$ cat src/hdl/mstk_pkg.sv
`timescale 1ns / 1ps
// ----------------------------------------------------------------------------
// mstk_pkg: shared types for the Kruskal minimum spanning tree block
// Word layouts, control group for the sorter cells and the sequencer states.
// ----------------------------------------------------------------------------
package mstk_pkg;

  localparam int NODE_BITS  = 6;
  localparam int COST_BITS  = 16;
  localparam int TOTAL_BITS = 24;

  typedef struct packed {
    logic [NODE_BITS-1:0]        end_a;
    logic [NODE_BITS-1:0]        end_b;
    logic signed [COST_BITS-1:0] cost;
    logic                        final_edge;
  } in_word_t;

  typedef struct packed {
    logic                         kind;
    logic [NODE_BITS-1:0]         low_node;
    logic [NODE_BITS-1:0]         high_node;
    logic signed [COST_BITS-1:0]  edge_cost;
    logic signed [TOTAL_BITS-1:0] tree_total;
    logic                         run_end;
  } out_word_t;

  // control broadcast to every sorter cell
  typedef struct packed {
    logic insert;
    logic pop;
  } cell_ctl_t;

  typedef enum logic [1:0] {
    ST_LOAD,
    ST_READ,
    ST_MERGE,
    ST_TOTAL
  } state_t;

  localparam logic KIND_EDGE  = 1'b0;
  localparam logic KIND_TOTAL = 1'b1;

endpackage

$ cat src/hdl/mstk_cell.sv
`timescale 1ns / 1ps
// ----------------------------------------------------------------------------
// mstk_cell: one slot of the insertion sorter
// Holds one edge. Insert shifts larger entries one place down the row;
// pop shifts the whole row one place towards the head.
// ----------------------------------------------------------------------------
module mstk_cell #(
  parameter int WB = 16
) (
  input  logic                                clk,
  input  logic                                rst,
  input  mstk_pkg::cell_ctl_t                 ctl,
  input  logic signed [WB-1:0]                new_cost,
  input  logic [mstk_pkg::NODE_BITS-1:0]      new_lo,
  input  logic [mstk_pkg::NODE_BITS-1:0]      new_hi,
  input  logic                                left_move,
  input  logic                                left_valid,
  input  logic signed [WB-1:0]                left_cost,
  input  logic [mstk_pkg::NODE_BITS-1:0]      left_lo,
  input  logic [mstk_pkg::NODE_BITS-1:0]      left_hi,
  input  logic                                right_valid,
  input  logic signed [WB-1:0]                right_cost,
  input  logic [mstk_pkg::NODE_BITS-1:0]      right_lo,
  input  logic [mstk_pkg::NODE_BITS-1:0]      right_hi,
  output logic                                move,
  output logic                                valid,
  output logic signed [WB-1:0]                cost,
  output logic [mstk_pkg::NODE_BITS-1:0]      lo,
  output logic [mstk_pkg::NODE_BITS-1:0]      hi
);

  // slot gives way to the new edge: empty, or strictly heavier (keeps ties stable)
  assign move = !valid || (cost > new_cost);

  always_ff @(posedge clk) begin
    if (rst) begin
      valid <= 1'b0;
    end else if (ctl.pop) begin
      valid <= right_valid;
    end else if (ctl.insert && move) begin
      valid <= left_move ? left_valid : 1'b1;
    end
  end

  always_ff @(posedge clk) begin
    if (ctl.pop) begin
      cost <= right_cost;
      lo   <= right_lo;
      hi   <= right_hi;
    end else if (ctl.insert && move) begin
      if (left_move) begin
        cost <= left_cost;
        lo   <= left_lo;
        hi   <= left_hi;
      end else begin
        cost <= new_cost;
        lo   <= new_lo;
        hi   <= new_hi;
      end
    end
  end

endmodule

$ cat config.mk
export PLATFORM = sky130hd
export DESIGN_NAME = mstk_cell
export DESIGN_NICKNAME = d
export VERILOG_FILES = /design/src/hdl/mstk_pkg.sv /design/src/hdl/mstk_cell.sv
export SDC_FILE = /design/constraint.sdc
export NUM_CORES = 1
export LEC_CHECK = 0
export BUFFER_PORTS_ARGS = -buffer_cell sky130_fd_sc_hd__buf_2
export CORE_ASPECT_RATIO = 0.75
export CORE_UTILIZATION = 43
export DETAILED_ROUTE_END_ITERATION = 10
export HOLD_SLACK_MARGIN = 0.03
export PLACE_DENSITY = 0.86
export SLEW_MARGIN = 20
export SYNTH_ARGS = -nofsm -noshare
export SYNTH_HDL_FRONTEND = slang
export SYNTH_SLANG_ARGS = --single-unit
$ cat constraint.sdc
create_clock -name clk -period 5.7 [get_ports clk]
set_clock_uncertainty 0.1 [all_clocks]
set_input_delay 1.14 -clock clk [delete_from_list [all_inputs] [get_ports clk]]
set_output_delay 1.14 -clock clk [all_outputs]
set_load 0.03 [all_outputs]
# Word-level counts from Yosys, hierarchy flattened
# Cells that the tools add are included.
dict set report op_classes {
  n_lt_le_gt_ge 1
  mux 12
  n_reduce_logical 4
}
# cell n
set ops {}
lappend ops {{$mux W16} 3}
lappend ops {{$mux W6} 6}
lappend ops {{$gt A16 B16 Y1} 1}
lappend ops {{$mux W1} 3}
lappend ops {{$reduce_bool A2 Y1} 1}
lappend ops {{$logic_and A1 B1 Y1} 1}
lappend ops {{$logic_not A1 Y1} 1}
lappend ops {{$logic_or A1 B1 Y1} 1}
dict set report word_totals {
  reg_bits 29
  inputBits 91
  output_inout_bits 30
  word_cells 21
}

# Depth between registers and ports, before layout
dict set report logic_depth {
  ltp_word 5
  mapped_depth 7
}

# Worst setup path before layout
# OpenSTA, ideal clock, no wires.
dict set report synth_timing {
  path_type {input to register}
  startpoint {input new_cost[15]}
  endpoint {register cost[0] (enable)}
  setup_time_ps 456
  arrival_time_ps 4530
  required_ps 5144
  setup_slack_ps 614
  stages 7
  path_cell_list {inv_1 -> ha_1 -> nand4_1 -> or4_4 -> o211ai_2 -> nor4b_2 -> o31ai_1}
}
dict set report synth_via {
  elab_chain_cells 4
}
# element line_no
set synth_lines {}
lappend synth_lines {{from (decl)} mstk_cell.sv:13} ;# input logic signed [WB-1:0] new_cost,
lappend synth_lines {{$gt A16 B16 Y1} mstk_cell.sv:33} ;# assign move = !valid || (cost > new_cost);
lappend synth_lines {{$logic_or A1 B1 Y1} mstk_cell.sv:33}
lappend synth_lines {{$logic_and A1 B1 Y1} mstk_cell.sv:50} ;# end else if (ctl.insert && move) begin
lappend synth_lines {{$reduce_bool A2 Y1 (no source line)} -}
lappend synth_lines {{to (signal assigned)} mstk_cell.sv:47} ;# cost <= right_cost;
lappend synth_lines {{to (signal assigned)} mstk_cell.sv:52} ;# cost <= left_cost;
lappend synth_lines {{to (signal assigned)} mstk_cell.sv:56} ;# cost <= new_cost;
lappend synth_lines {{to (decl)} mstk_cell.sv:27} ;# output logic signed [WB-1:0] cost,
# Every way passes these cells.
# A chain may end at the register's enable or synchronous reset.

# Worst setup path in the final report
dict set report layout_timing {
  startpoint {input new_cost[15]}
  endpoint {output move}
}
dict set report layout_via {
  elab_chain_cells 2
}
# element line_no
set layout_lines {}
lappend layout_lines {{$gt A16 B16 Y1} mstk_cell.sv:33}
lappend layout_lines {{$logic_or A1 B1 Y1} mstk_cell.sv:33}
lappend layout_lines {{to (decl)} mstk_cell.sv:25} ;# output logic move,
# Every way passes these cells.

==> metrics list <==
* Worst path required time: 4460 ps
- In the routed layout, each cell is associated on average with a via count of 4.99.
* Final setup violation count: 0
- Input and output buffers added on the ports amount to 120.
* Prevailing post-synth register cell: sky130_fd_sc_hd__edfxtp_1
- The run finished with clean final reports.
* Proportion of register bits with asynchronous set or reset after synthesis: 0%
* Clock-pin transition on the worst setup and hold timing paths: 60 ps
* Unrepaired setup endpoints after global routing: no
* Clock tree from TritonCTS: yes
* Half-perimeter wire length after detailed placement: 3640 um
* Series of cell instances along the critical path: buf_2, inv_1, ha_1, nand4_1, or4_4, o21ai_0, nor4b_2, nor2_1, buf_2
* Placed inst area: 2580 um2
- Max Buffers Root-to-Sink: 2
- Summed over all failing endpoints, the final setup total negative slack is 0 ps.
- The synthesized design contains 29 register bits.
* Maximum level of the CTS H-tree: 2
- Routability cong.: 0.744
* Family with the most delay on the worst path: simple AND/OR/NAND/NOR gates
- Post-route setup slack: 1240 ps
- The layout has 361 filler cells.
- From synthesis to final layout, the design area changed by 39.2%.
* Cell type with the highest occurrence count on the critical path: sky130_fd_sc_hd__buf_2
- Mapped cell area: 1920 um2
- Design Area, Final: 2680 um2
- Net count after synthesis: 300
- The die is 59.9 um tall.
* Relative slew slack: 42.5%
- Least-Margin Pin Slew: 862 ps
* Antenna cells: 0
* CP max-delay cell: sky130_fd_sc_hd__or4_4
* Fraction of final layout cells sized beyond drive strength 1: 42.8%
* Nature of the critical path endpoint: output pin
* Wirelength, routed: 4590 um
- Std-Cell Rows: 20
* # resized after CTS: 0
- FF-to-FF path depth: 7
- Across the run, the number of max-cap violations was 0.
- Cts bufs inserted: 5
* Worst setup SP type: input port
* Class of the worst hold path: reg -> reg
* Dpl ws: 1280 ps
- Number of instances on the worst hold path: 3
- Maximum vdd drop: 0.160 mV
- Overflow left after global routing: 0
- The first global-routing pass estimated 7280 um of wire.
- In the final routed layout, each cell accounts on average for 12.5 um.
* Remaining routing DRC violations: 0
- Mapped Cells: 193
- Final period util: 78.2%
* Final critical path time including I/O delays and setup: 4460 ps
- Final-stage net count: 419
- Full die area: 4750 um2
* Achievable Freq: 224 MHz
* First-iteration detailed-routing DRC count: 69
- Counting buffers and inverters, the worst setup path is 9 cells deep.
* Start-to-end type of the worst setup path: in -> out
* Clock root buffer master: sky130_fd_sc_hd__clkbuf_8
- In this run, distinct cell masters in the synthesized netlist total 24.
* Largest stage delay on the critical path: 580 ps
* Floorplan Core Area: 4180 um2
* Vias: 1837
- Arrival time of data at the critical path endpoint: 3220 ps
- The number of setup buffers added after CTS is 0.
* Total iterations of the first detailed-routing run: 4
* Leakage Power: 1.41 nW
- For this configuration, the core starts out at a cell density of 46.0%.
- Counting both buffers and inverters, the worst setup path holds a total of 3.
- In this run, synthesis inferred 28 flip-flops with an integrated enable.
* Insertion delay to the later sink of the worst-skew pair: 270 ps
* Vias in the first global route: 1699
- The total count of hold-check failures in the final report was 0.
* Mean instance size in the synthesized netlist: 9.96 um2
- Entering global routing, the biggest net connects 60 pins.
- Clock Sinks: 29
* Power after layout: 0.000643 W
* Hold-fix buffers at CTS: 0
- Global routing used 20.4% of the available tracks.
- Worst-path maximum fanout: 4
* Antenna violations before repair: 0
* Max-slew violation count: 0
- Count of synthesis-stage warnings from yosys: 0
* Sequential fraction of the synthesis area: 44.8%
* Power density over the cells: 240 nW/um2
* Number of nets still failing antenna checks after routing: 0
- From left edge to right edge, the die measures 79.2 um.
- Ports: 121
[tightest hold or removal path, stage by stage, from the launching register on]
cell                      delay (ps)
sky130_fd_sc_hd__dfxtp_1         350
sky130_fd_sc_hd__inv_1            70
sky130_fd_sc_hd__a21oi_1         130
sky130_fd_sc_hd__o41a_1          130
[metrics by stage]
stage / hold WS [ps] / utilization [%] / cells
global route: 712 / 64.1 / 368
global placement: 585 / 61.6 / 360
finish: 607 / 64.1 / 368
floorplan: 780 / - / 193
detailed placement: 589 / 61.6 / 360
CTS: 606 / 64.1 / 368
[synthesized netlist by cell type, types with 2 or more instances]
master | n | area share (%)
sky130_fd_sc_hd__ha_1 | 16 | 10
sky130_fd_sc_hd__edfxtp_1 | 28 | 44
sky130_fd_sc_hd__buf_2 | 3 | 0.78
sky130_fd_sc_hd__clkbuf_1 | 6 | 1.2
sky130_fd_sc_hd__a21oi_1 | 9 | 2.3
sky130_fd_sc_hd__o21ai_0 | 31 | 8.1
sky130_fd_sc_hd__nand2_1 | 32 | 6.2
sky130_fd_sc_hd__nand4_1 | 3 | 0.98
sky130_fd_sc_hd__inv_1 | 22 | 4.3
sky130_fd_sc_hd__mux2i_1 | 28 | 15
sky130_fd_sc_hd__nor2_1 | 2 | 0.39
[power by group]
part / switching, W / leakage, nW / internal (W)
sequential: 0.00000904 / 0.298 / 0.000262
combinational: 0.000115 / 1.06 / 0.0000732
clock: 0.0000747 / 0.0542 / 0.000109
[cell type report]
cell class              instances  area [um2]  share of cell area (%)
inverters                      22        82.6                    3.08
flip-flops and latches         29         861                    32.1
multi-input cells             133         956                    35.7
well taps                      55        68.8                    2.57
clock inverters                 1        5.00                   0.187
clock buffers                   7        96.3                    3.60
repair buffers                121         608                    22.7
[layout by cell type, fill, tap and decap left out, types with 2 or more instances in the layout]
| cell | n |
|---|---|
| sky130_fd_sc_hd__clkbuf_8 | 7 |
| sky130_fd_sc_hd__buf_2 | 120 |
| sky130_fd_sc_hd__nand4_1 | 3 |
| sky130_fd_sc_hd__edfxtp_1 | 28 |
| sky130_fd_sc_hd__nand2_1 | 32 |
| sky130_fd_sc_hd__ha_1 | 16 |
| sky130_fd_sc_hd__nor2_1 | 2 |
| sky130_fd_sc_hd__mux2i_1 | 28 |
| sky130_fd_sc_hd__o21ai_0 | 31 |
| sky130_fd_sc_hd__a21oi_1 | 9 |
| sky130_fd_sc_hd__inv_1 | 22 |
[registers in the layout, summed over array words and instances (netlist names)]
signal	count
hi	6
cost	16
valid	1
lo	6
[path summary, 6_finish.rpt]
| kind | startpoint | slack, ps | endpoint |
|---|---|---|---|
| setup reg to reg | cost[15] | 2520 | cost[9] |
| hold / removal | valid | 610 | valid |
| setup / recovery | new_cost[15] | 1240 | move |
| hold reg to reg | valid | 610 | valid |
[cells by family (layout without fill, tap and decap cells)]
kind of cell	Yosys count	in the layout	share of synthesized area [%]
muxes	28	28	14.6
and+or+nand+nor	43	43	10.5
buffers and inverters	31	151	6.25
adders and majority gates	16	16	10.4
DFF	29	29	44.8
AOI/OAI and AO/OA	46	46	13.5
[per-layer routing]
layer,wire length [um],vias up,GRT usage [%]
li1,-,930,-
met1,1940,830,23.5
met3,322,7,5.80
met4,62,0,7.01
met2,2260,70,36.9
met5,0,-,0
Note: power is estimated with default switching activity, not from simulation.
